===== config.mk =====
export PLATFORM = sky130hd
export DESIGN_NAME = windowed_and_running_mean_core
export DESIGN_NICKNAME = d
export VERILOG_FILES = /design/src/rtl/core/wrmean_pkg.sv /design/src/rtl/core/wrmean_window.sv /design/src/rtl/core/wrmean_div.sv /design/src/rtl/core/windowed_and_running_mean_core.sv
export SDC_FILE = /design/constraint.sdc
export NUM_CORES = 1
export LEC_CHECK = 0
export BUFFER_PORTS_ARGS = -buffer_cell sky130_fd_sc_hd__buf_2
export CORE_ASPECT_RATIO = 1.25
export CORE_MARGIN = 2
export CORE_UTILIZATION = 62
export CTS_CLUSTER_DIAMETER = 150
export DETAILED_ROUTE_END_ITERATION = 8
export PLACE_DENSITY = 0.8
export SYNTH_ARGS = -nofsm -noshare
export SYNTH_HDL_FRONTEND = slang
export SYNTH_SLANG_ARGS = --single-unit

===== constraint.sdc =====
create_clock -name i_clk -period 4.4 [get_ports i_clk]
set_input_delay 0.22 -clock i_clk [delete_from_list [all_inputs] [get_ports i_clk]]
set_output_delay 0.22 -clock i_clk [all_outputs]
set_load 0.03 [all_outputs]

===== src/rtl/core/wrmean_pkg.sv =====
`timescale 1ns / 1ps
`default_nettype none
// ============================================================================
// Windowed and running mean: shared definitions
// Field widths, the divider request and response types, and a width helper.
// ============================================================================
package wrmean_pkg;

    localparam int SAMPLE_W       = 8;
    localparam int COUNT_W        = 32;
    localparam int SUM_W          = 40;
    localparam int MEAN_W         = 8;
    localparam int STEP_W         = 6;
    localparam int WINDOW_LEN_DEF = 5;

    localparam logic [COUNT_W-1:0] COUNT_MAX = '1;
    localparam logic [SUM_W-1:0]   SUM_MAX   = '1;

    // Request to the serial divider. The dividend is left-aligned, and
    // steps gives how many of its top bits take part in the division.
    typedef struct packed {
        logic               start;
        logic [SUM_W-1:0]   dividend;
        logic [COUNT_W-1:0] divisor;
        logic [STEP_W-1:0]  steps;
    } t_div_req;

    typedef struct packed {
        logic             done;
        logic [SUM_W-1:0] quotient;
    } t_div_rsp;

    // Width of a sum of n full-scale samples.
    function automatic int wsum_w(input int n);
        return $clog2(n * ((1 << SAMPLE_W) - 1) + 1);
    endfunction

endpackage
`default_nettype wire


===== src/rtl/core/wrmean_window.sv =====
`timescale 1ns / 1ps
`default_nettype none
// ============================================================================
// Windowed and running mean: sample window
// Shift line of the held samples, fill count and an incremental window sum.
// ============================================================================
module wrmean_window #(
    parameter int WINDOW_LEN = wrmean_pkg::WINDOW_LEN_DEF
) (
    input  wire logic                                          i_clk,
    input  wire logic                                          i_rst_n,
    input  wire logic                                          i_load,
    input  wire logic [wrmean_pkg::SAMPLE_W-1:0]               i_sample,
    output logic                                               o_full,
    output logic [wrmean_pkg::SAMPLE_W-1:0]                    o_oldest,
    output logic [wrmean_pkg::wsum_w(WINDOW_LEN)-1:0]          o_wsum
);
    import wrmean_pkg::*;

    localparam int HELD_LEN = WINDOW_LEN - 1;
    localparam int FILL_W   = $clog2(WINDOW_LEN);
    localparam int WS_W     = wsum_w(WINDOW_LEN);

    logic [SAMPLE_W-1:0] r_store [HELD_LEN];
    logic [FILL_W-1:0]   r_fill;
    logic [WS_W-1:0]     r_held;
    logic [WS_W-1:0]     n_held;

    assign o_full   = (r_fill == FILL_W'(HELD_LEN));
    assign o_oldest = r_store[0];
    // Sum of the window that the offered sample would complete.
    assign o_wsum   = r_held + WS_W'(i_sample);

    // The sum of held samples loses the oldest one only once the line is full.
    assign n_held = o_wsum - (o_full ? WS_W'(r_store[0]) : WS_W'(0));

    // New samples always enter at the young end, so that the oldest one
    // reaches the head exactly when the line becomes full.
    always_ff @(posedge i_clk) begin
        if (i_load) begin
            for (int i = 0; i < HELD_LEN - 1; i++) begin
                r_store[i] <= r_store[i + 1];
            end
            r_store[HELD_LEN-1] <= i_sample;
        end
    end

    always_ff @(posedge i_clk) begin
        if (!i_rst_n) begin
            r_fill <= '0;
            r_held <= '0;
        end else if (i_load) begin
            r_held <= n_held;
            if (!o_full) begin
                r_fill <= r_fill + FILL_W'(1);
            end
        end
    end

endmodule
`default_nettype wire


===== src/rtl/core/wrmean_div.sv =====
`timescale 1ns / 1ps
`default_nettype none
// ============================================================================
// Windowed and running mean: serial divider
// Restoring division that retires one quotient bit per cycle.
// ============================================================================
module wrmean_div (
    input  wire logic                 i_clk,
    input  wire logic                 i_rst_n,
    input  wire wrmean_pkg::t_div_req i_req,
    output wrmean_pkg::t_div_rsp      o_rsp
);
    import wrmean_pkg::*;

    logic                r_busy;
    logic                r_done;
    logic [STEP_W-1:0]   r_cnt;
    logic [COUNT_W-1:0]  r_rem;
    logic [SUM_W-1:0]    r_dvd;
    logic [SUM_W-1:0]    r_quo;
    logic [COUNT_W-1:0]  r_dvs;

    logic [COUNT_W:0]    trial;
    logic [COUNT_W+1:0]  diff;
    logic                qbit;
    logic [COUNT_W-1:0]  n_rem;

    // Bring down the next dividend bit and try to subtract the divisor.
    assign trial = {r_rem, r_dvd[SUM_W-1]};
    assign diff  = {1'b0, trial} - {2'b00, r_dvs};
    assign qbit  = !diff[COUNT_W+1];
    assign n_rem = qbit ? diff[COUNT_W-1:0] : trial[COUNT_W-1:0];

    assign o_rsp.done     = r_done;
    assign o_rsp.quotient = r_quo;

    always_ff @(posedge i_clk) begin
        if (!i_rst_n) begin
            r_busy <= 1'b0;
            r_done <= 1'b0;
            r_cnt  <= '0;
        end else begin
            r_done <= 1'b0;
            if (i_req.start) begin
                r_busy <= 1'b1;
                r_cnt  <= i_req.steps;
            end else if (r_busy) begin
                r_cnt <= r_cnt - STEP_W'(1);
                if (r_cnt == STEP_W'(1)) begin
                    r_busy <= 1'b0;
                    r_done <= 1'b1;
                end
            end
        end
    end

    always_ff @(posedge i_clk) begin
        if (i_req.start) begin
            r_rem <= '0;
            r_dvd <= i_req.dividend;
            r_dvs <= i_req.divisor;
            r_quo <= '0;
        end else if (r_busy) begin
            r_rem <= n_rem;
            r_dvd <= {r_dvd[SUM_W-2:0], 1'b0};
            r_quo <= {r_quo[SUM_W-2:0], qbit};
        end
    end

    // A new division is never started on top of one in progress.
    a_no_restart: assert property (@(posedge i_clk) disable iff (!i_rst_n)
        i_req.start |-> !r_busy)
        else $error("divider restarted while busy");

    // Completion follows a busy cycle.
    a_done_after_busy: assert property (@(posedge i_clk) disable iff (!i_rst_n)
        r_done |-> $past(r_busy))
        else $error("divider done without work");

    // While busy there is always at least one step left.
    a_busy_steps: assert property (@(posedge i_clk) disable iff (!i_rst_n)
        r_busy |-> (r_cnt != '0))
        else $error("divider busy with no steps left");

endmodule
`default_nettype wire


===== src/rtl/core/windowed_and_running_mean_core.sv =====
`timescale 1ns / 1ps
`default_nettype none
// A sample that completes a window is answered once the serial divider has formed the
//   mean over all 40 dividend bits and then the window average one bit per cycle, the
//   average taking W steps, W being the window-sum width (11 bits for a window of five).
//   No new sample is accepted until that result has been handed to the output register.
// Filling samples are accepted one per cycle and produce no transaction.
// Reset (synchronous, active low) empties the window and clears the sum and the count.
// ============================================================================
// Windowed and running mean core
// Keeps a window of recent samples and a cumulative mean of retired samples.
// ============================================================================
module windowed_and_running_mean_core #(
    parameter int WINDOW_LEN = wrmean_pkg::WINDOW_LEN_DEF
) (
    input  wire logic                               i_clk,
    input  wire logic                               i_rst_n,
    input  wire logic                               i_sample_valid,
    output logic                                    o_sample_ready,
    input  wire logic [wrmean_pkg::SAMPLE_W-1:0]    i_sample,
    output logic                                    o_result_valid,
    input  wire logic                               i_result_ready,
    output logic [wrmean_pkg::COUNT_W-1:0]          o_retired_count,
    output logic [wrmean_pkg::MEAN_W-1:0]           o_cumulative_mean,
    output logic [wrmean_pkg::MEAN_W-1:0]           o_window_average
);
    import wrmean_pkg::*;

    localparam int WS_W = wsum_w(WINDOW_LEN);

    // One-hot sequencer: idle, mean division, average division, and a hold
    // state that waits for the output register to free up.
    typedef enum logic [3:0] {
        S_IDLE = 4'b0001,
        S_MEAN = 4'b0010,
        S_AVG  = 4'b0100,
        S_DONE = 4'b1000
    } t_state;

    t_state              r_state, n_state;
    logic                r_div_start, n_div_start;
    logic [COUNT_W-1:0]  r_count, n_count;
    logic [SUM_W-1:0]    r_sum, n_sum;
    logic [WS_W-1:0]     r_wsum, n_wsum;
    logic [MEAN_W-1:0]   r_mean, n_mean;
    logic [MEAN_W-1:0]   r_avg, n_avg;
    logic                r_out_valid, n_out_valid;
    logic [COUNT_W-1:0]  r_out_count, n_out_count;
    logic [MEAN_W-1:0]   r_out_mean, n_out_mean;
    logic [MEAN_W-1:0]   r_out_avg, n_out_avg;

    logic                accept;
    logic                win_full;
    logic [SAMPLE_W-1:0] win_oldest;
    logic [WS_W-1:0]     win_sum;
    logic [SUM_W:0]      sum_add;
    t_div_req            div_req;
    t_div_rsp            div_rsp;

    assign o_sample_ready = (r_state == S_IDLE);
    assign accept         = i_sample_valid && o_sample_ready;

    wrmean_window #(
        .WINDOW_LEN (WINDOW_LEN)
    ) u_window (
        .i_clk    (i_clk),
        .i_rst_n  (i_rst_n),
        .i_load   (accept),
        .i_sample (i_sample),
        .o_full   (win_full),
        .o_oldest (win_oldest),
        .o_wsum   (win_sum)
    );

    // The single divider first forms sum / count over all 40 dividend bits,
    // then the window average, with the window sum left-aligned in the
    // dividend so that only its own bits are stepped through.
    always_comb begin
        div_req.start = r_div_start;
        if (r_state == S_MEAN) begin
            div_req.dividend = r_sum;
            div_req.divisor  = r_count;
            div_req.steps    = STEP_W'(SUM_W);
        end else begin
            div_req.dividend = {r_wsum, (SUM_W - WS_W)'(0)};
            div_req.divisor  = COUNT_W'(WINDOW_LEN);
            div_req.steps    = STEP_W'(WS_W);
        end
    end

    wrmean_div u_div (
        .i_clk   (i_clk),
        .i_rst_n (i_rst_n),
        .i_req   (div_req),
        .o_rsp   (div_rsp)
    );

    // Running sum plus the retiring sample, with one carry bit for saturation.
    assign sum_add = {1'b0, r_sum} + (SUM_W + 1)'(win_oldest);

    always_comb begin
        n_state     = r_state;
        n_div_start = 1'b0;
        n_count     = r_count;
        n_sum       = r_sum;
        n_wsum      = r_wsum;
        n_mean      = r_mean;
        n_avg       = r_avg;
        n_out_valid = r_out_valid;
        n_out_count = r_out_count;
        n_out_mean  = r_out_mean;
        n_out_avg   = r_out_avg;

        // The result register empties when its transaction completes.
        if (r_out_valid && i_result_ready) begin
            n_out_valid = 1'b0;
        end

        unique case (r_state)
            S_IDLE: begin
                // A sample that completes the window retires the oldest one.
                // Once the count has saturated the fold is skipped entirely.
                if (accept && win_full) begin
                    n_wsum = win_sum;
                    if (r_count != COUNT_MAX) begin
                        n_count = r_count + COUNT_W'(1);
                        n_sum   = sum_add[SUM_W] ? SUM_MAX : sum_add[SUM_W-1:0];
                    end
                    n_div_start = 1'b1;
                    n_state     = S_MEAN;
                end
            end
            S_MEAN: begin
                if (div_rsp.done) begin
                    // Clamp the mean to the 8-bit result range.
                    if (div_rsp.quotient[SUM_W-1:MEAN_W] != '0) begin
                        n_mean = '1;
                    end else begin
                        n_mean = div_rsp.quotient[MEAN_W-1:0];
                    end
                    n_div_start = 1'b1;
                    n_state     = S_AVG;
                end
            end
            S_AVG: begin
                if (div_rsp.done) begin
                    n_avg   = div_rsp.quotient[MEAN_W-1:0];
                    n_state = S_DONE;
                end
            end
            S_DONE: begin
                // Hand over as soon as the output register is free or freeing.
                if (!r_out_valid || i_result_ready) begin
                    n_out_valid = 1'b1;
                    n_out_count = r_count;
                    n_out_mean  = r_mean;
                    n_out_avg   = r_avg;
                    n_state     = S_IDLE;
                end
            end
            default: begin
                n_state = S_IDLE;
            end
        endcase
    end

    always_ff @(posedge i_clk) begin
        if (!i_rst_n) begin
            r_state     <= S_IDLE;
            r_div_start <= 1'b0;
            r_count     <= '0;
            r_sum       <= '0;
            r_out_valid <= 1'b0;
        end else begin
            r_state     <= n_state;
            r_div_start <= n_div_start;
            r_count     <= n_count;
            r_sum       <= n_sum;
            r_out_valid <= n_out_valid;
        end
    end

    always_ff @(posedge i_clk) begin
        r_wsum      <= n_wsum;
        r_mean      <= n_mean;
        r_avg       <= n_avg;
        r_out_count <= n_out_count;
        r_out_mean  <= n_out_mean;
        r_out_avg   <= n_out_avg;
    end

    assign o_result_valid    = r_out_valid;
    assign o_retired_count   = r_out_count;
    assign o_cumulative_mean = r_out_mean;
    assign o_window_average  = r_out_avg;

    // Divisions are only launched by the two division states.
    a_start_in_div: assert property (@(posedge i_clk) disable iff (!i_rst_n)
        r_div_start |-> (r_state == S_MEAN || r_state == S_AVG))
        else $error("divider started outside a division state");

    // The retired count never goes backwards.
    a_count_mono: assert property (@(posedge i_clk) disable iff (!i_rst_n)
        $past(i_rst_n) |-> (r_count >= $past(r_count)))
        else $error("retired count decreased");

    // Every retired sample is at most full scale, so sum <= 255 * count.
    a_sum_bound: assert property (@(posedge i_clk) disable iff (!i_rst_n)
        r_sum <= ({r_count, 8'h00} - {8'h00, r_count}))
        else $error("running sum exceeds its bound");

    // A delivered result always covers at least one retired sample.
    a_count_nonzero: assert property (@(posedge i_clk) disable iff (!i_rst_n)
        o_result_valid |-> (o_retired_count != '0))
        else $error("result with zero retired count");

endmodule
`default_nettype wire

* Yosys cells after proc, flatten, opt, wreduce, memory -nomap -nowiden *
Memories as Yosys holds them, arrays and structs flattened.
Cells that the tools add are included.

operators by class
  reduce and logical (&&, ||, !) cells = 16
  add/sub/neg operators = 7
  mux-type cells = 25
  equality and inequality tests = 11
  bitwise operators = 3

operators by type and width
  cell                                                   number
  2-to-1 mux 40 bit                                      3
  2-to-1 mux 78 bit                                      1
  adder 40 x 8 -> 41 bit                                 1
  subtractor 33 x 32 -> 34 bit                           1
  adder 32 x 1 -> 32 bit, second input constant          1
  2-to-1 mux 32 bit                                      1
  inequality test 32 bit, second input constant          1
  nonzero test 32 bit                                    1
  2-to-1 mux 4 bit                                       4
  one-hot mux 4 bit (4 select lines)                     1
  2-to-1 mux 6 bit                                       2
  adder 11 x 8 -> 11 bit                                 1
  2-to-1 mux 1 bit                                       11
  subtractor 11 bit                                      1
  AND reduction 2 bit                                    5
  2-to-1 mux 8 bit                                       1
  equality test 6 x 1 -> 1 bit, second input constant    1
  inequality test 2 x 1 -> 1 bit, second input constant  3
  subtractor 6 x 1 -> 6 bit, second input constant       1
  equality test 4 x 1 -> 1 bit, second input constant    1
  equality test 4 x 2 -> 1 bit, second input constant    1
  equality test 4 x 3 -> 1 bit, second input constant    1
  equality test 4 bit, second input constant             1
  AND reduction 4 bit                                    1
  11 further kinds                                       16

storage, ports and cells
  register bits after elaboration = 319
  logic and storage cells = 83
  input port bits = 12
  RAM bits = 32
  memories = 1
  output and inout bits = 50

memories
  memory            words  bits a word  read ports  clocked after memory_dff  write ports  RTL line             RTL
  u_window.r_store  4      8            4           0                         4            wrmean_window.sv:24  logic [SAMPLE_W-1:0] r_store [HELD_LEN];

* Longest topological paths before layout *
Gate-level depths: netlist of run 1.

  depth after elaboration = 5
  gate-level depth with buffers = 15
  depth with buffers taken out = 14

* Modules after synthesis *
A second synthesis of run 1 with hierarchy kept.

unflattened totals
  cells, all modules = 1587
  area, all modules = 17174.0 um^2

modules (own cells, without submodules)
  module                          cells each  area each (um^2)  times used
  wrmean_div                      743         7751.2            1
  windowed_and_running_mean_core  652         7035.5            1
  wrmean_window                   192         2387.3            1

* Worst setup path after synthesis of run 1 *
OpenSTA, ideal clock, no wires.

  kind = reg2reg
  start = register r_state[1]
  end = register r_out_mean[0] (netlist: o_cumulative_mean[0]), enable pin
  setup slack = 0.970 ns
  data arrival time = 2.971 ns
  cell stages (with the launch flop) = 3
  clock period less this slack = 3.430 ns
  buffers on the path = 0
  setup time = 0.459 ns
  cells stage by stage = dfxtp_1 > nor4b_1 > nor2b_1

on the way
  longest elaborated chain between the ends = 2

RTL lines
  element                               RTL line                               RTL
  start, declared                       windowed_and_running_mean_core.sv:40   t_state r_state, n_state;
  start signal, assigned                windowed_and_running_mean_core.sv:175  r_state <= n_state;
  equality test 4 bit                   windowed_and_running_mean_core.sv:119  unique case (r_state)
  AND reduction 2 bit (no source line)  n/a
  end signal, assigned                  windowed_and_running_mean_core.sv:188  r_out_mean <= n_out_mean;
  end, declared                         windowed_and_running_mean_core.sv:49   logic [MEAN_W-1:0] r_out_mean, n_out_mean;

Every way passes these cells.
A chain may end at the register's enable or synchronous reset.

* Final worst setup path of run 1 *
  start = input i_sample[0] (netlist bit)
  end = register u_window.r_held[8]

on the way
  longest elaborated chain between the ends = 2

RTL lines
  element                             RTL line                              RTL
  start, declared                     windowed_and_running_mean_core.sv:20  input wire logic [wrmean_pkg::SAMPLE_W-1:0] i_sample,
  adder 11 x 8 -> 11 bit              wrmean_window.sv:32                   assign o_wsum = r_held + WS_W'(i_sample);
  named net u_window.o_wsum, one bit  wrmean_window.sv:16                   output logic [wrmean_pkg::wsum_w(WINDOW_LEN)-1:0] o_wsum
  subtractor 11 bit                   wrmean_window.sv:35                   assign n_held = o_wsum - (o_full ? WS_W'(r_store[0]) : WS_W'(0));
  end signal, assigned                wrmean_window.sv:53                   r_held <= n_held;
  end, declared                       wrmean_window.sv:26                   logic [WS_W-1:0] r_held;

The timed path passes the listed nets, and every way through them passes these cells.

==> results of run 1 <==
-- routing by layer --
metal | GRT usage, % | vias to the layer above | wire (µm) | share of wire [%]
met5 | 0 | - | 0 | 0
met4 | 7.43 | 0 | 785 | 2.3
met3 | 3.32 | 60 | 1490 | 4.3
met2 | 46.1 | 292 | 17800 | 52
met1 | 29.4 | 5706 | 14200 | 41
li1 | - | 5802 | - | -
-- timing repair --
item	CTS	global route
endpoints found under the hold margin	8	0
setup endpoints to repair	0	0
hold buffers	8	0
buffers inserted	0	0
-- metrics by stage --
step | hold slack [ns] | worst slack, ns
floorplan | 0.319 | 0.970
global placement | 0.401 | 0.963
detailed placement | 0.405 | 0.856
CTS | 0.0836 | 0.797
global route | 0.115 | 0.555
finish | 0.0861 | 0.785
-- worst max-delay path, stage by stage --
cell and delay [ns]:
dlygate4sd3_1 0.54, buf_2 0.13, ha_1 0.22, fa_1 0.56
inv_1 0.08, fa_1 0.45, nor2b_1 0.13, o21ai_0 0.13
a221oi_1 0.29, a311oi_1 0.13, o31ai_1 0.56, xor2_1 0.14
or3_1 0.33, a21oi_1 0.14
-- logic make-up (layout without fill, tap and decap cells) --
kind of cell	Yosys count	after routing	share of synthesized area, %
fa+ha+maj	65	65	5.12
mux	58	58	3.53
compound gates	305	305	11.4
xor+xnor	107	107	5.79
simple gates	552	552	16.8
flops	351	351	53.6
buf+inv	160	241	3.76
-- layout make-up --
| type | instances | share of cell area [%] |
|---|---|---|
| Timing Repair Buffer | 81 | 2.60 |
| Inverter | 96 | 1.97 |
| Clock inverter | 15 | 0.977 |
| Tap cell | 340 | 2.32 |
| Sequential cell | 351 | 48.2 |
| Clock buffer | 49 | 5.52 |
| Multi-Input combinational cell | 1087 | 38.4 |
-- state kept, by name, indices dropped and copies added, names as in the netlist, 8 cells and up --
register	count
o_cumulative_mean	8
o_retired_count	32
o_window_average	8
r_avg	8
r_count	32
r_mean	8
r_sum	40
r_wsum	11
u_div.r_dvd	40
u_div.r_dvs	32
u_div.r_quo	40
u_div.r_rem	32
u_window.r_held	11
u_window.r_store	32
-- cell usage in the layout, fill, tap and decap left out, drive strengths merged, types with 6 or more instances in the layout --
master and instances:
nand2 133, nand2b 20, clkinv 8, mux2i 58, nor2b 9, buf 73, or3 18, and3 13
a21oi 120, o21a 6, o31ai 7, and4 8, o21ai 70, a311oi 17, o21bai 8, nand3 57
a211oi 14, inv 97, ha 61, a21o 18, nor4 19, edfxtp 179, nor3 33, xnor2 60
o211ai 7, dlygate4sd3 8, xor2 46, and2 44, nand4 18, clkbuf 49, dfxtp 172, nor2 158
-- power groups by stage --
stage          Combinational, mW  Sequential (mW)  Clock (mW)
3_5_place_dp                2.51             4.12           0
6_report                    2.60             4.06        3.06
3_3_place_gp                2.43             4.10           0
5_1_grt                     2.86             4.10        3.24
2_1_floorplan               2.03             4.03           0
4_1_cts                     2.56             4.06        3.11
-- path summary, 6_finish.rpt --
kind / from / to / depth (start not counted)
max: i_sample[0] / u_window.r_held[8]$_SDFFE_PN0P_ / 14
max reg2reg: u_window.r_held[1]$_SDFFE_PN0P_ / u_window.r_held[8]$_SDFFE_PN0P_ / 14
min reg2reg: u_window.r_store[3][1]$_DFFE_PP_ / u_window.r_store[2][1]$_DFFE_PP_ / 0
min: i_result_ready / o_result_valid$_SDFF_PN0_ / 4
==> flow_metrics.tcl, run 1 <==
set metrics [dict create \
    cts_max_level 2 \
    setup_viol 0 \
    critPathRequiredTime_ns 4.83 \
    die_h_um 186 \
    maxCapViolCount 0 \
    dieArea_um2 27900 \
    hold_viol_final 0 \
    arrival_ns 4.04 \
    io_buffers 61 \
    crit_type "primary input to flop" \
    hp-class "primary input to flop" \
    wl_per_cell_um 17.0 \
    n_fill_cell 1880 \
    start_kind "primary input" \
    drt_iter0_markers 766 \
    power.switching_mw 3.00 \
    synth_nets 1675 \
    ios 62 \
    cts_tree "yes" \
    cp-end-kind "flop" \
    grt_pass1_vias 11700 \
    synth_top_cell_by_area "edfxtp_1" \
    comb_power_share_pct 26.7 \
    clockRootBuffer "clkbuf_16" \
    intPower_mw 6.72 \
    via_count 11900 \
    cp_max_fo 3 \
    clock-sinks 351 \
    hpwl_um 22600 \
    final.min_clock_period_ns 3.62 \
    die_x_um 150 \
    grt_max_degree 97 \
    design_area_um2 18300 \
    numCtsBuffers 36 \
    drc 0 \
    syn_inst 1598 \
    synth.most_common_cell "edfxtp_1" \
    avgViaCountPerCell 5.87 \
    antenna_cells 0 \
    rsz0062_at_grt "no" \
    placed_cells 1947 \
    p_per_area_nw_per_um2 531 \
    fmax_ghz 0.277 \
    slew_headroom_pct 28.7 \
    synth_edf_count 179 \
    clk_path_buf_depth 3 \
    multi_input_area_um2 7030 \
    grt_use_total_pct 24.6 \
    drt-pass1-iter-count 5 \
    postPlaceCellArea_um2 17000 \
    place.gp.congestion 0.884 \
    seq_area_frac_synth_pct 53.6 \
    grt-ovfl-total 0 \
    final-seq-area_um2 8830 \
    ys_seq_elements 351 \
    syn_area_um2 16500 \
    synth_area_per_cell_um2 10.3 \
    fin_cells 2019 \
    synth_cell_types 72 \
    status "finished, final reports clean" \
    power.total_mw 9.72 \
    switching_share_pct 30.9 \
    syn2layout_area_growth_pct 11.3 \
    grt_antenna_before_repair 0 \
    skew_ns 0.0104 \
    ys_top_cells_by_area "edfxtp_1, dfxtp_1, ha_1" \
    final_nets 1730 \
    clk_pin_slew_ns 0.06 \
    worstMarginPinSlew_ns 1.07 \
    setup_tns_ns 0 \
    clk-insertion-delay-late_ns 0.51 \
    coreArea_um2 26100 \
    netlist.area_leader.share_pct 32.7 \
    yosysWarnings 0 \
    wl_um 34300 \
    grt_pass1_wl_um 55500 \
    cts_resized 0 \
    peakVddDrop_mv 0.432 \
    start_util_pct 63.1 \
    final_layout_size_suffix_gt1_share_pct 9.05 \
    ant_nets 0 \
    leakage_nw 7.11 \
    rrSetupSlack_ns 0.86 \
    synth_common_cells "edfxtp_1, dfxtp_1, nor2_1" \
    slew_violations 0 \
    clkPwrFrac_pct 31.5 \
    rows 66 \
    seqPwrFrac_pct 41.8 \
    finalCritPeriodShare_pct 82.2 \
    async_flop_share_pct 0 \
    synth_flop_cell "edfxtp_1" \
    final_util_pct 70.2 \
]
No activity file was read; power rests on OpenSTA's default activity.
==> inputs of run 2 (changes only) <==
--- a/config.mk
+++ b/config.mk
@@ -5,13 +5,14 @@
 export SDC_FILE = /design/constraint.sdc
 export NUM_CORES = 1
 export LEC_CHECK = 0
+export ABC_AREA = 1
 export BUFFER_PORTS_ARGS = -buffer_cell sky130_fd_sc_hd__buf_2
 export CORE_ASPECT_RATIO = 1.25
 export CORE_MARGIN = 2
-export CORE_UTILIZATION = 62
+export CORE_UTILIZATION = 56
 export CTS_CLUSTER_DIAMETER = 150
 export DETAILED_ROUTE_END_ITERATION = 8
-export PLACE_DENSITY = 0.8
+export PLACE_DENSITY = 0.76
 export SYNTH_ARGS = -nofsm -noshare
 export SYNTH_HDL_FRONTEND = slang
 export SYNTH_SLANG_ARGS = --single-unit
==> constraint.sdc (replaced) <==
create_clock -name i_clk -period 3.3 [get_ports i_clk]
set_input_delay 0.165 -clock i_clk [delete_from_list [all_inputs] [get_ports i_clk]]
set_output_delay 0.165 -clock i_clk [all_outputs]
set_load 0.03 [all_outputs]
==> run 2 against run 1 <==
Net effect: the run now ends with hold timing left; power rose by 12%; cell area rose by 5.5%; highest routed layer unchanged; largest power group unchanged; final cell count increased by 25%; synthesized cell count increased by 26%.
==> flow_metrics.tcl, run 2 <==
set metrics [dict create \
    clk-insertion-delay-late_ns 0.54 \
    dieArea_um2 32200 \
    n_fill_cell 2608 \
    hpwl_um 30800 \
    leakage_nw 7.72 \
    cts_max_level 2 \
    final_nets 2166 \
    whs_path_depth 4 \
    rows 71 \
    synth_common_cells "nand2_1, inv_1, edfxtp_1" \
    grt_max_degree 69 \
    antenna_cells 0 \
    synth_area_per_cell_um2 8.55 \
    synth.most_common_cell "nand2_1" \
    coreArea_um2 30200 \
    drt_iter0_markers 1117 \
    syn_area_um2 17200 \
    arrival_ns 3.28 \
    hold_start "i_result_ready" \
    grt_pass1_wl_um 69800 \
    ys_seq_elements 351 \
    clock-sinks 351 \
    syn_inst 2018 \
    netlist.area_leader.share_pct 31.2 \
    critPathRequiredTime_ns 3.74 \
    start_kind "flop" \
    slew_headroom_pct 39.7 \
    synth_cell_types 51 \
    peakVddDrop_mv 0.503 \
    wl_per_cell_um 17.0 \
    syn2layout_area_growth_pct 12.0 \
    reg2reg_to "u_window.r_held[10]$_SDFFE_PN0P_" \
    multi_input_area_um2 7170 \
    place.gp.congestion 0.980 \
    avgViaCountPerCell 5.60 \
    hold_path_end "o_result_valid$_SDFF_PN0_" \
    ios 62 \
    timing.hold.ws_ns -0.00286 \
    cts_tree "yes" \
    cp-end-kind "flop" \
    grt-ovfl-total 0 \
    rrSetupSlack_ns 0.47 \
    wl_um 42800 \
    ys_top_cells_by_area "edfxtp_1, dfxtp_1, nand2_1" \
    via_count 14100 \
    hp-class "primary input to flop" \
    clk_pin_slew_ns 0.06 \
    r2r_start "u_window.r_held[2]$_SDFFE_PN0P_" \
    layout_commonest_cell "nand2_1" \
    clk_path_buf_depth 3 \
    setup_tns_ns 0 \
    violations "hold timing" \
    clockRootBuffer "clkbuf_16" \
    grt_use_total_pct 26.7 \
    drc 0 \
    worst-r2r-cell-count 15 \
    die_h_um 200 \
    synth_nets 2095 \
    final-seq-area_um2 8820 \
    hold_viol_final 1 \
    crit_type "flop to flop" \
    start_util_pct 57.1 \
    async_flop_share_pct 0 \
    cts_resized 0 \
    drt-pass1-iter-count 6 \
    synth_flop_cell "edfxtp_1" \
    maxCapViolCount 0 \
    fmax_ghz 0.353 \
    cp_max_fo 6 \
    slew_violations 0 \
    power.total_mw 10.9 \
    grt_pass1_vias 14000 \
    io_buffers 61 \
    rsz0062_at_grt "no" \
    worstMarginPinSlew_ns 0.902 \
    top_regs "r_sum x40, u_div.r_dvd x40, u_div.r_quo x40" \
    layout_common_cells "nand2_1, inv_1, edfxtp_1, nor2_1, dfxtp_1" \
    die_x_um 161 \
    synth_edf_count 179 \
    grt_antenna_before_repair 0 \
    yosysWarnings 0 \
    finalCritPeriodShare_pct 85.9 \
    skew_ns 0.0179 \
    status "finished with violations" \
    seq_area_frac_synth_pct 51.1 \
    numCtsBuffers 37 \
    final_layout_size_suffix_gt1_share_pct 8.64 \
    synth_top_cell_by_area "edfxtp_1" \
    p_per_area_nw_per_um2 565 \
    setup_viol 0 \
    final.min_clock_period_ns 2.83 \
    ant_nets 0 \
]
[run 2: kinds of logic (layout without fill, tap and decap cells)]
family	Yosys count	after routing	share of synthesized area, %
AO/OA/AOI/OAI	379	379	12.5
XOR/XNOR	54	54	2.74
adder cells (fa/ha/maj)	65	65	4.89
buffers and inverters	324	424	7.34
flip-flops	351	351	51.1
AND/OR/NAND/NOR	845	845	21.4
[run 2: how the worst max path moves through the flow]
stage                               startpoint                               end  slack, ns  cells after the start
3_5_place_dp   u_window.r_held[2]$_SDFFE_PN0P_  u_window.r_held[10]$_SDFFE_PN0P_       0.48                     15
3_3_place_gp                       i_sample[2]  u_window.r_held[10]$_SDFFE_PN0P_       0.50                     16
6_report       u_window.r_held[2]$_SDFFE_PN0P_  u_window.r_held[10]$_SDFFE_PN0P_       0.47                     15
5_1_grt        u_window.r_held[2]$_SDFFE_PN0P_  u_window.r_held[10]$_SDFFE_PN0P_       0.22                     15
4_1_cts        u_window.r_held[2]$_SDFFE_PN0P_  u_window.r_held[10]$_SDFFE_PN0P_       0.46                     15
2_1_floorplan          r_state[0]$_SDFFE_PN1P_    o_cumulative_mean[0]$_DFFE_PP_       0.19                      5
[run 2: per-stage QoR]
stage	instance area (µm²)	setup WS (ns)	cells	utilization (%)
after global placement	18000	0.499	2443	59.5
final	19300	0.466	2519	63.9
after CTS	19300	0.463	2519	63.9
after floorplan	17200	0.194	2018	-
after detailed placement	18000	0.479	2443	59.5
after global routing	19300	0.215	2519	63.9
[run 2: where the power goes]
group          total [mW]  internal (mW)  switching [mW]
sequential           5.07           4.89           0.182
clock                4.29           2.52            1.77
combinational        1.55          0.591           0.957
total                10.9           8.00            2.91
[run 2: layout make-up]
type / instances / share of cell area [%]
flip-flops and latches: 351 / 45.7
multi-input cells: 1343 / 37.2
clock buffers: 50 / 5.47
inverters: 271 / 5.28
repair buffers: 85 / 2.75
well taps: 401 / 2.60
clock inverters: 18 / 1.08
[run 2: layer usage]
layer / wire length [µm] / global-route usage, %
met3: 2140 / 3.87
met1: 17800 / 32.7
met4: 1690 / 10.8
met2: 21200 / 47.3
met5: 0 / 0
[run 2: timing repair]
| action | CTS | global route |
|---|---|---|
| hold endpoints to repair | 8 | 0 |
| hold buffers | 8 | 0 |
| buffers inserted | 0 | 0 |
[run 2: worst max-delay path, stage by stage, from the launching register on]
cell and delay [ns]:
dfxtp_1 0.31, ha_1 0.36, a21o_1 0.20, a31oi_1 0.21
o21ai_0 0.19, a31oi_1 0.20, xor2_1 0.21, ha_1 0.31
a21oi_1 0.20, nand3_1 0.12, nor2_1 0.13, nand2_1 0.07
nand2_1 0.05, nand3_1 0.06, nand2_1 0.08, inv_1 0.04
